**src/rtl/rpf_pkg.sv**
```systemverilog
// shared types, constants and helper functions for the remote packet failsafe
package rpf_pkg;

  // packet framing and check values
  localparam logic [7:0] HEADER_MARK  = 8'hA5;
  localparam logic [7:0] VERSION_MARK = 8'hC3;
  localparam logic [7:0] CHECK_SEED   = 8'h5A;

  // safety command codes carried in packet byte 6
  localparam logic [7:0] CODE_ESTOP = 8'd1;
  localparam logic [7:0] CODE_ARM   = 8'd2;

  // stick range after clamping
  localparam logic signed [7:0] STICK_MAX = 8'sd100;
  localparam logic signed [7:0] STICK_MIN = -8'sd100;

  // configuration reset values
  localparam logic [7:0]  LOST_LIMIT_RST   = 8'd20;
  localparam logic [6:0]  THROTTLE_MAX_RST = 7'd70;
  localparam logic [14:0] MAX_ROLL_RST     = 15'd1280;
  localparam logic [14:0] MAX_PITCH_RST    = 15'd1280;

  // divide by 100 through a reciprocal: q = (m * DIV_RECIP) >> DIV_SHIFT
  // exact for every m below 2**22 since m * (DIV_RECIP*100 - 2**DIV_SHIFT) < 2**DIV_SHIFT
  localparam int          DIV_SHIFT = 29;
  localparam int          MAG_W     = 22;
  localparam int          RECIP_W   = 23;
  localparam int          QUOT_W    = 15;
  localparam logic [RECIP_W-1:0] DIV_RECIP = 23'd5368710;

  // command queue geometry
  localparam int QDEPTH = 2;
  localparam int QPTR_W = 1;
  localparam int QCNT_W = 2;

  // configuration register indexes
  typedef enum logic [1:0] {
    REG_LOST_LIMIT   = 2'd0,
    REG_THROTTLE_MAX = 2'd1,
    REG_MAX_ROLL     = 2'd2,
    REG_MAX_PITCH    = 2'd3
  } reg_index_t;

  // configuration register set
  typedef struct packed {
    logic [7:0]  lost_limit;
    logic [6:0]  throttle_max;
    logic [14:0] max_roll_q8;
    logic [14:0] max_pitch_q8;
  } cfg_t;

  // classified tick passed from front to back
  typedef struct packed {
    logic              pkt_ok;
    logic              estop;
    logic              arm;
    logic signed [7:0] vertical;
    logic signed [7:0] forward;
    logic signed [7:0] lateral;
  } cmd_t;

  // saturate a raw stick to the allowed range
  function automatic logic signed [7:0] clamp_stick(input logic signed [7:0] raw);
    logic signed [7:0] res;
    res = raw;
    if (raw > STICK_MAX) begin
      res = STICK_MAX;
    end else if (raw < STICK_MIN) begin
      res = STICK_MIN;
    end
    return res;
  endfunction

  // unsigned quotient by 100
  function automatic logic [QUOT_W-1:0] div100(input logic [MAG_W-1:0] m);
    logic [MAG_W+RECIP_W-1:0] prod;
    prod = {{RECIP_W{1'b0}}, m} * {{MAG_W{1'b0}}, DIV_RECIP};
    return prod[DIV_SHIFT +: QUOT_W];
  endfunction

endpackage

```
**src/rtl/rpf_front.sv**
```systemverilog
// front end: checks each tick's packet and clamps the sticks
module rpf_front (
  input  logic              in_valid,
  output logic              in_ready,
  input  logic              received,
  input  logic [7:0]        header_byte,
  input  logic [7:0]        vertical_raw,
  input  logic [7:0]        forward_raw,
  input  logic [7:0]        lateral_raw,
  input  logic [7:0]        spare_byte,
  input  logic [7:0]        check_byte,
  input  logic [7:0]        safety_code,
  input  logic [7:0]        version_byte,
  output logic              push_valid,
  input  logic              push_ready,
  output rpf_pkg::cmd_t     push_cmd
);

  logic [7:0] chk;
  logic       pkt_ok;

  // xor check over every byte but the check byte
  assign chk = rpf_pkg::CHECK_SEED ^ header_byte ^ vertical_raw ^ forward_raw ^
               lateral_raw ^ spare_byte ^ safety_code ^ version_byte;

  assign pkt_ok = received && (header_byte == rpf_pkg::HEADER_MARK) &&
                  (version_byte == rpf_pkg::VERSION_MARK) && (chk == check_byte);

  // classified request toward the queue
  always_comb begin
    push_cmd.pkt_ok   = pkt_ok;
    push_cmd.estop    = (safety_code == rpf_pkg::CODE_ESTOP);
    push_cmd.arm      = (safety_code == rpf_pkg::CODE_ARM);
    push_cmd.vertical = rpf_pkg::clamp_stick(vertical_raw);
    push_cmd.forward  = rpf_pkg::clamp_stick(forward_raw);
    push_cmd.lateral  = rpf_pkg::clamp_stick(lateral_raw);
  end

  assign push_valid = in_valid;
  assign in_ready   = push_ready;

endmodule

```
**src/rtl/rpf_queue.sv**
```systemverilog
// two-entry command queue between front and back
module rpf_queue (
  input  logic          clk,
  input  logic          rst,
  input  logic          push_valid,
  output logic          push_ready,
  input  rpf_pkg::cmd_t push_cmd,
  output logic          pop_valid,
  input  logic          pop_ready,
  output rpf_pkg::cmd_t pop_cmd
);

  rpf_pkg::cmd_t                entries [rpf_pkg::QDEPTH];
  logic [rpf_pkg::QPTR_W-1:0]   wr_ptr;
  logic [rpf_pkg::QPTR_W-1:0]   rd_ptr;
  logic [rpf_pkg::QCNT_W-1:0]   count;
  logic                         push;
  logic                         pop;

  assign push_ready = (count != rpf_pkg::QCNT_W'(rpf_pkg::QDEPTH));
  assign pop_valid  = (count != '0);
  assign pop_cmd    = entries[rd_ptr];
  assign push       = push_valid && push_ready;
  assign pop        = pop_valid && pop_ready;

  // entry storage
  always_ff @(posedge clk) begin
    if (push) begin
      entries[wr_ptr] <= push_cmd;
    end
  end

  // pointers and fill count
  always_ff @(posedge clk) begin
    if (rst) begin
      wr_ptr <= '0;
      rd_ptr <= '0;
      count  <= '0;
    end else begin
      if (push) begin
        wr_ptr <= wr_ptr + 1'b1;
      end
      if (pop) begin
        rd_ptr <= rd_ptr + 1'b1;
      end
      if (push && !pop) begin
        count <= count + 1'b1;
      end else if (pop && !push) begin
        count <= count - 1'b1;
      end
    end
  end

endmodule

```
**src/rtl/rpf_back.sv**
```systemverilog
// back end: link and stop state, then scaling of the stored sticks
module rpf_back (
  input  logic              clk,
  input  logic              rst,
  input  rpf_pkg::cfg_t     cfg,
  input  logic              pop_valid,
  output logic              pop_ready,
  input  rpf_pkg::cmd_t     pop_cmd,
  output logic              out_valid,
  input  logic              out_ready,
  output logic              packet_valid,
  output logic [6:0]        throttle,
  output logic signed [7:0] vertical_cmd,
  output logic signed [7:0] forward_cmd,
  output logic signed [7:0] lateral_cmd,
  output logic signed [15:0] roll_target,
  output logic signed [15:0] pitch_target,
  output logic              connected,
  output logic              emergency_stop
);

  // stage a: the state itself, plus a flag for an unconsumed snapshot
  logic              a_valid;
  logic              a_pkt;
  logic signed [7:0] vertical_store, vertical_store_next;
  logic signed [7:0] forward_store, forward_store_next;
  logic signed [7:0] lateral_store, lateral_store_next;
  logic              link_alive, link_alive_next;
  logic [7:0]        lost_count, lost_count_next;
  logic              stop_latch, stop_latch_next;
  logic              a_ready;
  logic              pop;

  // stage b: product magnitudes
  logic                      b_valid;
  logic                      b_ready;
  logic                      b_pkt;
  logic                      b_link;
  logic                      b_stop;
  logic signed [7:0]         b_vert;
  logic signed [7:0]         b_fwd;
  logic signed [7:0]         b_lat;
  logic [13:0]               b_thr_prod;
  logic [rpf_pkg::MAG_W-1:0] b_roll_mag;
  logic                      b_roll_neg;
  logic [rpf_pkg::MAG_W-1:0] b_pitch_mag;
  logic                      b_pitch_neg;

  // stage c helpers
  logic                       c_ready;
  logic [rpf_pkg::QUOT_W-1:0] roll_q;
  logic [rpf_pkg::QUOT_W-1:0] pitch_q;
  logic [rpf_pkg::QUOT_W-1:0] thr_q;

  // stage b helpers
  logic [6:0] lat_mag;
  logic [6:0] fwd_mag;

  assign b_ready   = !b_valid || c_ready;
  assign a_ready   = !a_valid || b_ready;
  assign c_ready   = !out_valid || out_ready;
  assign pop_ready = a_ready;
  assign pop       = pop_valid && a_ready;

  // next state for one request
  always_comb begin
    vertical_store_next = vertical_store;
    forward_store_next  = forward_store;
    lateral_store_next  = lateral_store;
    link_alive_next     = link_alive;
    lost_count_next     = lost_count;
    stop_latch_next     = stop_latch;
    if (pop_cmd.pkt_ok) begin
      lost_count_next = '0;
      link_alive_next = 1'b1;
      if (pop_cmd.estop) begin
        stop_latch_next = 1'b1;
      end else if (pop_cmd.arm && (pop_cmd.vertical == 8'sd0)) begin
        stop_latch_next = 1'b0;
      end
      if (!stop_latch_next) begin
        vertical_store_next = pop_cmd.vertical;
        forward_store_next  = pop_cmd.forward;
        lateral_store_next  = pop_cmd.lateral;
      end
    end else begin
      if (lost_count < cfg.lost_limit) begin
        lost_count_next = lost_count + 8'd1;
      end
      if (lost_count_next >= cfg.lost_limit) begin
        link_alive_next = 1'b0;
        stop_latch_next = 1'b1;
      end
    end
    // a latched stop always leaves the sticks cleared
    if (stop_latch_next) begin
      vertical_store_next = '0;
      forward_store_next  = '0;
      lateral_store_next  = '0;
    end
  end

  // stage a registers
  always_ff @(posedge clk) begin
    if (rst) begin
      a_valid        <= 1'b0;
      a_pkt          <= 1'b0;
      vertical_store <= '0;
      forward_store  <= '0;
      lateral_store  <= '0;
      link_alive     <= 1'b0;
      lost_count     <= '0;
      stop_latch     <= 1'b1;
    end else begin
      if (pop) begin
        a_valid        <= 1'b1;
        a_pkt          <= pop_cmd.pkt_ok;
        vertical_store <= vertical_store_next;
        forward_store  <= forward_store_next;
        lateral_store  <= lateral_store_next;
        link_alive     <= link_alive_next;
        lost_count     <= lost_count_next;
        stop_latch     <= stop_latch_next;
      end else if (b_ready) begin
        a_valid <= 1'b0;
      end
    end
  end

  // stick magnitudes, at most 100
  assign lat_mag = lateral_store[7] ? 7'(-lateral_store) : lateral_store[6:0];
  assign fwd_mag = forward_store[7] ? 7'(-forward_store) : forward_store[6:0];

  // stage b valid
  always_ff @(posedge clk) begin
    if (rst) begin
      b_valid <= 1'b0;
    end else if (b_ready) begin
      b_valid <= a_valid;
    end
  end

  // stage b payload: one multiply per scaled output
  always_ff @(posedge clk) begin
    if (a_valid && b_ready) begin
      b_pkt       <= a_pkt;
      b_link      <= link_alive;
      b_stop      <= stop_latch;
      b_vert      <= vertical_store;
      b_fwd       <= forward_store;
      b_lat       <= lateral_store;
      b_thr_prod  <= (vertical_store > 8'sd0) ?
                     14'(vertical_store[6:0]) * 14'(cfg.throttle_max) : '0;
      b_roll_mag  <= rpf_pkg::MAG_W'(lat_mag) * rpf_pkg::MAG_W'(cfg.max_roll_q8);
      b_roll_neg  <= lateral_store[7];
      b_pitch_mag <= rpf_pkg::MAG_W'(fwd_mag) * rpf_pkg::MAG_W'(cfg.max_pitch_q8);
      b_pitch_neg <= !forward_store[7];
    end
  end

  // divide by 100 through the reciprocal
  assign roll_q  = rpf_pkg::div100(b_roll_mag);
  assign pitch_q = rpf_pkg::div100(b_pitch_mag);
  assign thr_q   = rpf_pkg::div100(rpf_pkg::MAG_W'(b_thr_prod));

  // output valid
  always_ff @(posedge clk) begin
    if (rst) begin
      out_valid <= 1'b0;
    end else if (c_ready) begin
      out_valid <= b_valid;
    end
  end

  // output payload with signs applied
  always_ff @(posedge clk) begin
    if (b_valid && c_ready) begin
      packet_valid   <= b_pkt;
      throttle       <= thr_q[6:0];
      vertical_cmd   <= b_vert;
      forward_cmd    <= b_fwd;
      lateral_cmd    <= b_lat;
      roll_target    <= b_roll_neg ? -$signed({1'b0, roll_q}) : $signed({1'b0, roll_q});
      pitch_target   <= b_pitch_neg ? -$signed({1'b0, pitch_q}) : $signed({1'b0, pitch_q});
      connected      <= b_link;
      emergency_stop <= b_stop;
    end
  end

endmodule

```
**src/rtl/remote_packet_failsafe_top.sv**
```systemverilog
// top level of the remote packet failsafe: configuration registers and block wiring

// Remote control link decoder with emergency stop and lost-link failsafe. Each
// request is one control tick (receive flag plus eight packet bytes) and yields
// exactly one result. One request is taken every clock cycle while the queue has
// room. A taken request goes through the front check into a two-entry queue,
// then the state update stage, the stick multiply stage and the divide-by-100
// stage, which ends in the output register. The output register holds a
// result while the downstream side stalls and the queue absorbs the stages
// behind it, so the input keeps flowing until the queue is full. Configuration
// writes take effect at once and are meant for times when no tick is in flight.
module remote_packet_failsafe_top (
  input  logic               clk,
  input  logic               rst,
  // configuration write port
  input  logic               cfg_write,
  input  logic [1:0]         cfg_index,
  input  logic [14:0]        cfg_data,
  // tick input
  input  logic               in_valid,
  output logic               in_ready,
  input  logic               received,
  input  logic [7:0]         header_byte,
  input  logic [7:0]         vertical_raw,
  input  logic [7:0]         forward_raw,
  input  logic [7:0]         lateral_raw,
  input  logic [7:0]         spare_byte,
  input  logic [7:0]         check_byte,
  input  logic [7:0]         safety_code,
  input  logic [7:0]         version_byte,
  // result output
  output logic               out_valid,
  input  logic               out_ready,
  output logic               packet_valid,
  output logic [6:0]         throttle,
  output logic signed [7:0]  vertical_cmd,
  output logic signed [7:0]  forward_cmd,
  output logic signed [7:0]  lateral_cmd,
  output logic signed [15:0] roll_target,
  output logic signed [15:0] pitch_target,
  output logic               connected,
  output logic               emergency_stop
);

  rpf_pkg::cfg_t cfg;
  logic          push_valid;
  logic          push_ready;
  rpf_pkg::cmd_t push_cmd;
  logic          pop_valid;
  logic          pop_ready;
  rpf_pkg::cmd_t pop_cmd;

  // configuration registers
  always_ff @(posedge clk) begin
    if (rst) begin
      cfg.lost_limit   <= rpf_pkg::LOST_LIMIT_RST;
      cfg.throttle_max <= rpf_pkg::THROTTLE_MAX_RST;
      cfg.max_roll_q8  <= rpf_pkg::MAX_ROLL_RST;
      cfg.max_pitch_q8 <= rpf_pkg::MAX_PITCH_RST;
    end else if (cfg_write) begin
      case (rpf_pkg::reg_index_t'(cfg_index))
        rpf_pkg::REG_LOST_LIMIT:   cfg.lost_limit   <= cfg_data[7:0];
        rpf_pkg::REG_THROTTLE_MAX: cfg.throttle_max <= cfg_data[6:0];
        rpf_pkg::REG_MAX_ROLL:     cfg.max_roll_q8  <= cfg_data;
        rpf_pkg::REG_MAX_PITCH:    cfg.max_pitch_q8 <= cfg_data;
        default: begin
        end
      endcase
    end
  end

  // packet check and stick clamp
  rpf_front u_front (
    .in_valid     (in_valid),
    .in_ready     (in_ready),
    .received     (received),
    .header_byte  (header_byte),
    .vertical_raw (vertical_raw),
    .forward_raw  (forward_raw),
    .lateral_raw  (lateral_raw),
    .spare_byte   (spare_byte),
    .check_byte   (check_byte),
    .safety_code  (safety_code),
    .version_byte (version_byte),
    .push_valid   (push_valid),
    .push_ready   (push_ready),
    .push_cmd     (push_cmd)
  );

  // decoupling queue
  rpf_queue u_queue (
    .clk        (clk),
    .rst        (rst),
    .push_valid (push_valid),
    .push_ready (push_ready),
    .push_cmd   (push_cmd),
    .pop_valid  (pop_valid),
    .pop_ready  (pop_ready),
    .pop_cmd    (pop_cmd)
  );

  // state update and scaling
  rpf_back u_back (
    .clk            (clk),
    .rst            (rst),
    .cfg            (cfg),
    .pop_valid      (pop_valid),
    .pop_ready      (pop_ready),
    .pop_cmd        (pop_cmd),
    .out_valid      (out_valid),
    .out_ready      (out_ready),
    .packet_valid   (packet_valid),
    .throttle       (throttle),
    .vertical_cmd   (vertical_cmd),
    .forward_cmd    (forward_cmd),
    .lateral_cmd    (lateral_cmd),
    .roll_target    (roll_target),
    .pitch_target   (pitch_target),
    .connected      (connected),
    .emergency_stop (emergency_stop)
  );

`ifndef NO_ASSERTIONS
  // a latched stop never lets a command through
  a_stop_clears: assert property (@(posedge clk) disable iff (rst)
    out_valid && emergency_stop |-> throttle == 7'd0 && vertical_cmd == 8'sd0 &&
      forward_cmd == 8'sd0 && lateral_cmd == 8'sd0 &&
      roll_target == 16'sd0 && pitch_target == 16'sd0)
    else $error("commands not cleared while stopped");

  // a dropped link always comes with the stop latched
  a_link_loss_stops: assert property (@(posedge clk) disable iff (rst)
    out_valid && !connected |-> emergency_stop)
    else $error("link down without emergency stop");

  // a good packet always marks the link alive
  a_valid_connects: assert property (@(posedge clk) disable iff (rst)
    out_valid && packet_valid |-> connected)
    else $error("valid packet but link not connected");
`endif

endmodule
```
**config.mk**
```make
export PLATFORM = sky130hd
export DESIGN_NAME = remote_packet_failsafe_top
export DESIGN_NICKNAME = d
export VERILOG_FILES = /design/src/rtl/rpf_pkg.sv /design/src/rtl/rpf_front.sv /design/src/rtl/rpf_queue.sv /design/src/rtl/rpf_back.sv /design/src/rtl/remote_packet_failsafe_top.sv
export SDC_FILE = /design/constraint.sdc
export NUM_CORES = 2
export LEC_CHECK = 0
export BUFFER_PORTS_ARGS = -buffer_cell sky130_fd_sc_hd__buf_4
export CAP_MARGIN = 20
export CORE_ASPECT_RATIO = 1.5
export CORE_UTILIZATION = 25
export DETAILED_ROUTE_END_ITERATION = 12
export GPL_TIMING_DRIVEN = 0
export PLACE_DENSITY_LB_ADDON = 0.05
export SLEW_MARGIN = 5
export SYNTH_ARGS = -nofsm -noshare
export SYNTH_HDL_FRONTEND = slang
export SYNTH_HIERARCHICAL = 1
export SYNTH_SLANG_ARGS = --single-unit
```
**constraint.sdc**
```tcl
create_clock -name clk -period 7.1 [get_ports clk]
set_input_delay 0.355 -clock clk [delete_from_list [all_inputs] [get_ports clk]]
set_output_delay 0.355 -clock clk [all_outputs]
set_load 0.02 [all_outputs]
```
# Word-level counts from Yosys, hierarchy flattened
# Memories as Yosys holds them, arrays and structs flattened. A register that Yosys moved wholly into a read port is not among the register bits.
# Cells that the tools add are included.
# classes
add_sub_neg	9
mul	6
n_div	0
n_lt_le_gt_ge	9
eq_ne	10
n_shift	0
n_mux	37
bitwise	7
reduce_logical	32
# ops
op	count
$mux W8	18
$mul A22 B22 Y43 const B	2
$xor A8 B8 Y8	6
$mul A7 B15 Y22	2
$mul A14 B22 Y35 const B	1
$neg A15 Y16	2
$mux W15	2
$gt A8 B8 Y1 const B	3
$lt A8 B8 Y1 const B	3
$eq A8 B8 Y1 const B	2
$mul A7 B7 Y14	1
$mux W7	2
$neg A7 Y7	2
$mux W1	13
$logic_and A1 B1 Y1	10
$reduce_and A2 Y1	5
$reduce_bool A2 Y1	5
$add A8 B1 Y8 const B	1
$eq A8 B1 Y1 const B	1
$eq A8 B2 Y1 const B	1
$eq A8 B8 Y1	1
$ge A8 B8 Y1	1
$gt A8 B1 Y1 const B	1
$logic_not A8 Y1	1
14 further kinds	24
# word_totals
ff_bits	240
latchBits	0
mem_bits_rw	54
romBits	0
input_bits	87
out_inout_bits	68
elab_cells	150
n_memories	1
# mem_list
name	words	word_bits	read_ports	rd_clocked_by_memory_dff	wr	line	text
u_queue.entries	2	27	1	1	1	rpf_queue.sv:13	rpf_pkg::cmd_t entries [rpf_pkg::QDEPTH];

# Logic depth before layout (Yosys ltp)
# depth
depth_word	9
mapped_depth	28
ltp_nobuf	28

# Hierarchy
# Netlist, hierarchy kept.
# modules_own_cells
mod	n_inst	cells_per_inst	area_each_um2	seq_area_each_um2
rpf_back	1	3591	36754.0	5325.1
rpf_queue	1	108	2168.3	1721.7
remote_packet_failsafe_top	1	171	1826.8	900.9
rpf_front	1	135	959.7	0.0

# Worst setup path after synthesis
# Ideal clock, no wire load.
# synth_path
path_type	reg-to-reg
start	reg u_back.out_valid
end	reg u_back.b_fwd[0] (enable)
setup_ns	0.662
arrival_ns	6.803
required_time_ns	6.438
setup_slack_ns	-0.365
stages_incl_launch_ff	3
path_buffers	0
period_less_slack_ns	7.465
cell_sequence	dfxtp_1 -> nor2b_1 -> a21boi_0
# synth_between
elab_chain_len	4
# synth_rtl
element	line	text
start, declared	rpf_back.sv:9	output logic out_valid,
start signal, assigned	rpf_back.sv:171	out_valid <= b_valid;
$logic_not A1 Y1	rpf_back.sv:61	assign c_ready = !out_valid || out_ready;
$logic_or A1 B1 Y1	rpf_back.sv:61	
$logic_or A1 B1 Y1	rpf_back.sv:59	assign b_ready = !b_valid || c_ready;
$logic_and A1 B1 Y1	rpf_back.sv:145	if (a_valid && b_ready) begin
end signal, assigned	rpf_back.sv:150	b_fwd <= forward_store;
end, declared	rpf_back.sv:41	logic signed [7:0] b_fwd;
# No other way between the ends.
# A chain may end at the register's enable or synchronous reset.

# Final worst setup path
# layout_path
start	reg u_back/b_pitch_mag[11] (netlist bit)
end	reg u_back.pitch_target[15], data pin
# layout_between
elab_chain_len	2
# layout_rtl
element	line	text
start, declared	rpf_back.sv:46	logic [rpf_pkg::MAG_W-1:0] b_pitch_mag;
start signal, assigned	rpf_back.sv:156	b_pitch_mag <= rpf_pkg::MAG_W'(fwd_mag) * rpf_pkg::MAG_W'(cfg.max_pitch_q8);
$mul A22 B22 Y43	rpf_pkg.sv:77	prod = {{RECIP_W{1'b0}}, m} * {{MAG_W{1'b0}}, DIV_RECIP};
$neg A15 Y16	rpf_back.sv:184	pitch_target <= b_pitch_neg ? -$signed({1'b0, pitch_q}) : $signed({1'b0, pitch_q});
end signal, assigned	rpf_back.sv:184	
end, declared	rpf_back.sv:17	output logic signed [15:0] pitch_target,
# No other way between the ends.

==> flow_summary.json <==
{
  "status": "finished with violations",
  "violations": "negative setup slack",
  "drv_cap": 0,
  "dieArea_sq_um": 169000,
  "placementRows": 183,
  "yosysUniqueCellTypes": 98,
  "dr.pass1.iters": 5,
  "routed_wl_mm": 126,
  "syn_avg_cell_area_sq_um": 10.4,
  "min_period_ns": 7.60,
  "core-area_sq_um": 166000,
  "initial_utilization": 0.252,
  "grt_setup_unrepaired": "true",
  "layout.core_utilization": 0.303,
  "r2r_end": "u_back/pitch_target[15]",
  "async_reset_ff_frac": 0,
  "cts_tree": "yes",
  "required_ns": 7.47,
  "worstHoldPathType": "input port to flop",
  "ys_warn_count": 6,
  "cts_root_buffer": "clkbuf_16",
  "clk_pin_slew_ns": 0.08,
  "arrival_ns": 7.97,
  "clock-skew-final_ns": 0.0209,
  "cts_made_buffers": 41,
  "ant_nets": 0,
  "max_freq_mhz": 132,
  "port_buffers": 153,
  "crit_chain": "buf_12 -> ha_4 -> inv_2 -> fa_2 -> fa_1 -> inv_1 -> fa_1 -> fa_2 -> fa_1 -> inv_2 -> fa_2 -> inv_2 -> ha_4 -> a21oi_4 -> o21bai_2 -> a2111oi_4 -> o311ai_4 -> o2111a_2 -> or3_4 -> a21oi_2 -> nor2_1 -> or4_4 -> or2_4 -> o31a_2",
  "path_class": "flop to flop",
  "crit_buf_inv": 5,
  "finalCritPeriodShare": 1.07,
  "wl_per_cell_um": 18.9,
  "max_stage_delay_ns": 0.53,
  "syn_inst": 4005,
  "worstPathMaxFanout": 6,
  "reg2reg_depth": 24,
  "num_vias": 27896,
  "finalHoldViolCount": 0,
  "synthToLayoutAreaGrowth_pct": 20.2,
  "clock-sinks": 294,
  "dp.cells": 6387,
  "grt_antenna_before_repair": 4,
  "synth-seq-cells": 294,
  "grt_pass1_vias": 31474,
  "htreeDepth": 2,
  "viasPerCell": 4.20,
  "r2r_start": "u_back/b_pitch_mag[11]",
  "ys_seq_area_frac": 0.191,
  "path_depth": 24,
  "tightest_slew_ns": 0.848,
  "min_to": "u_queue/entries[1][24]",
  "grt_overflow": 0,
  "die_h_um": 502,
  "slowest_stage": "fa_2",
  "cp_top_family": "adder cells",
  "fin_ws_ns": -0.503,
  "hold_start": "safety_code[0]",
  "syn_nets": 5427,
  "cp-end-kind": "flop",
  "die_w_um": 336,
  "drt-initial-drc-count": 848,
  "final_cells": 6646,
  "cts_max_path_buffers": 3,
  "ys.flop_type": "edfxtp_1",
  "grt_start_max_net_pins": 28,
  "track_usage": 0.152,
  "place.gp.congestion": 0.780,
  "num-fill-cells": 17538,
  "io_pins": 155,
  "drv_slew": 0,
  "clock_latency_ns": 0.63,
  "synth_edf_count": 206,
  "post-route-drc-count": 0,
  "r2r_setup_slack_ns": -0.50,
  "max_slew_margin": 0.435,
  "setup_viol": 18,
  "nets": 5815,
  "holdWs_ns": 0.0704,
  "mappedNetlistArea_sq_um": 41700,
  "grt_pass1_wl_mm": 191,
  "dp_hpwl_mm": 106,
  "final.setup.tns_ns": -4.62,
  "worst_setup_path_start_kind": "flop",
  "hold-path-cell-count": 2,
  "drive_above_1_share": 0.159
}
[cell type report]
cell class                      count  area (sq um)  area share
Inverter                          870          3270      0.0651
Antenna cell                        1          2.50   0.0000499
Clock inverter                     22           334     0.00666
Sequential cell                   294          7950       0.159
Timing Repair Buffer              349          2900      0.0579
Tap cell                         2220          2780      0.0554
Buffer                             67           355     0.00709
Multi-Input combinational cell   2770         31400       0.626
Clock buffer                       53          1160      0.0231
[cell usage after synthesis (all sizes together) (30+ instances only)]
library cell    n  area share
nand3          53      0.0065
mux2i          51       0.012
and2          101       0.015
xnor2         150       0.031
a21oi         122       0.015
nand2b         70       0.010
xor2           42      0.0088
clkbuf         52      0.0052
fa            598        0.29
ha            737        0.22
inv           870       0.078
nor2          138       0.012
o21ai          67      0.0081
dfxtp          88       0.042
edfxtp        206        0.15
mux2           30      0.0081
a21o           53      0.0096
nand2         282       0.025
[layout by cell type (no fill, tap or decap), types with 17 or more instances in the layout]
cell and count:
fa_1 587, a21oi_1 108, dfxtp_1 86, mux2i_1 50, o21bai_1 17, inv_1 843
nand2_1 276, nand4_1 17, nor3_1 25, buf_6 26, xnor2_1 132, ha_4 37
ha_1 692, mux2_2 29, nor2_1 131, clkbuf_16 45, o21ai_0 53, inv_2 27
and2_1 95, buf_4 315, a21o_1 52, xor2_1 38, nand2b_1 67, xnor2_2 17
clkbuf_1 47, edfxtp_1 206, nand3_1 51
[through the flow]
stage / setup slack (ns) / area [sq um]
CTS: -0.676 / 49400
floorplan: 0.00579 / 41700
finish: -0.503 / 50100
global route: -0.717 / 50100
detailed placement: -1.47 / 45900
global placement: -1.52 / 45700
[how the worst max path moves through the flow]
stage / endpoint / slack (ns) / start
6_report: u_back/pitch_target[15] / -0.50 / u_back/b_pitch_mag[11]
5_1_grt: u_back/pitch_target[13] / -0.72 / u_back/b_pitch_mag[11]
4_1_cts: u_back/pitch_target[15] / -0.68 / u_back/b_pitch_mag[11]
3_5_place_dp: u_back/pitch_target[15] / -1.47 / u_back/b_pitch_mag[14]
3_3_place_gp: u_back/pitch_target[15] / -1.52 / u_back/b_pitch_mag[14]
2_1_floorplan: u_back/pitch_target[15] / 0.006 / u_back/b_pitch_mag[15]
[metal layers]
metal  global-route usage  vias to the layer above  wire length, um
met1                0.169                    13808            49000
met2                0.303                      281            70800
met5                    0                        -               34
met4               0.0365                        6             3050
li1                     -                    13702                -
met3               0.0153                       99             2670
[cells by family (layout without fill, tap and decap cells)]
| group | count (synthesis) | in the layout | synth area share |
|---|---|---|---|
| muxes | 81 | 81 | 0.0203 |
| and+or+nand+nor | 781 | 781 | 0.0918 |
| buffers and inverters | 941 | 1361 | 0.0868 |
| other | 0 | 1 | 0 |
| adders and majority gates | 1335 | 1335 | 0.508 |
| DFF | 294 | 294 | 0.191 |
| AOI/OAI and AO/OA | 381 | 381 | 0.0621 |
| xor gates and xnor gates | 192 | 192 | 0.0403 |
[repair_timing]
item	in CTS	in global routing
pin swaps	97	55
setup buffers	128	57
setup endpoints to repair	42	30
hold endpoints to repair	5	0
resized for setup	192	84
hold buffers	2	0
[sequential cells by signal, summed over array words and instances (netlist names), 14 cells and up, named ones only]
register	cells
u_back/b_pitch_mag	22
u_back/b_thr_prod	14
u_back/b_roll_mag	22
u_back/pitch_target	16
u_back/roll_target	16
u_queue/entries	54
cfg	45
Power is left out: the tool's default activity adds up to more than one toggle a clock period on the data nets, which glitch-free logic cannot reach.
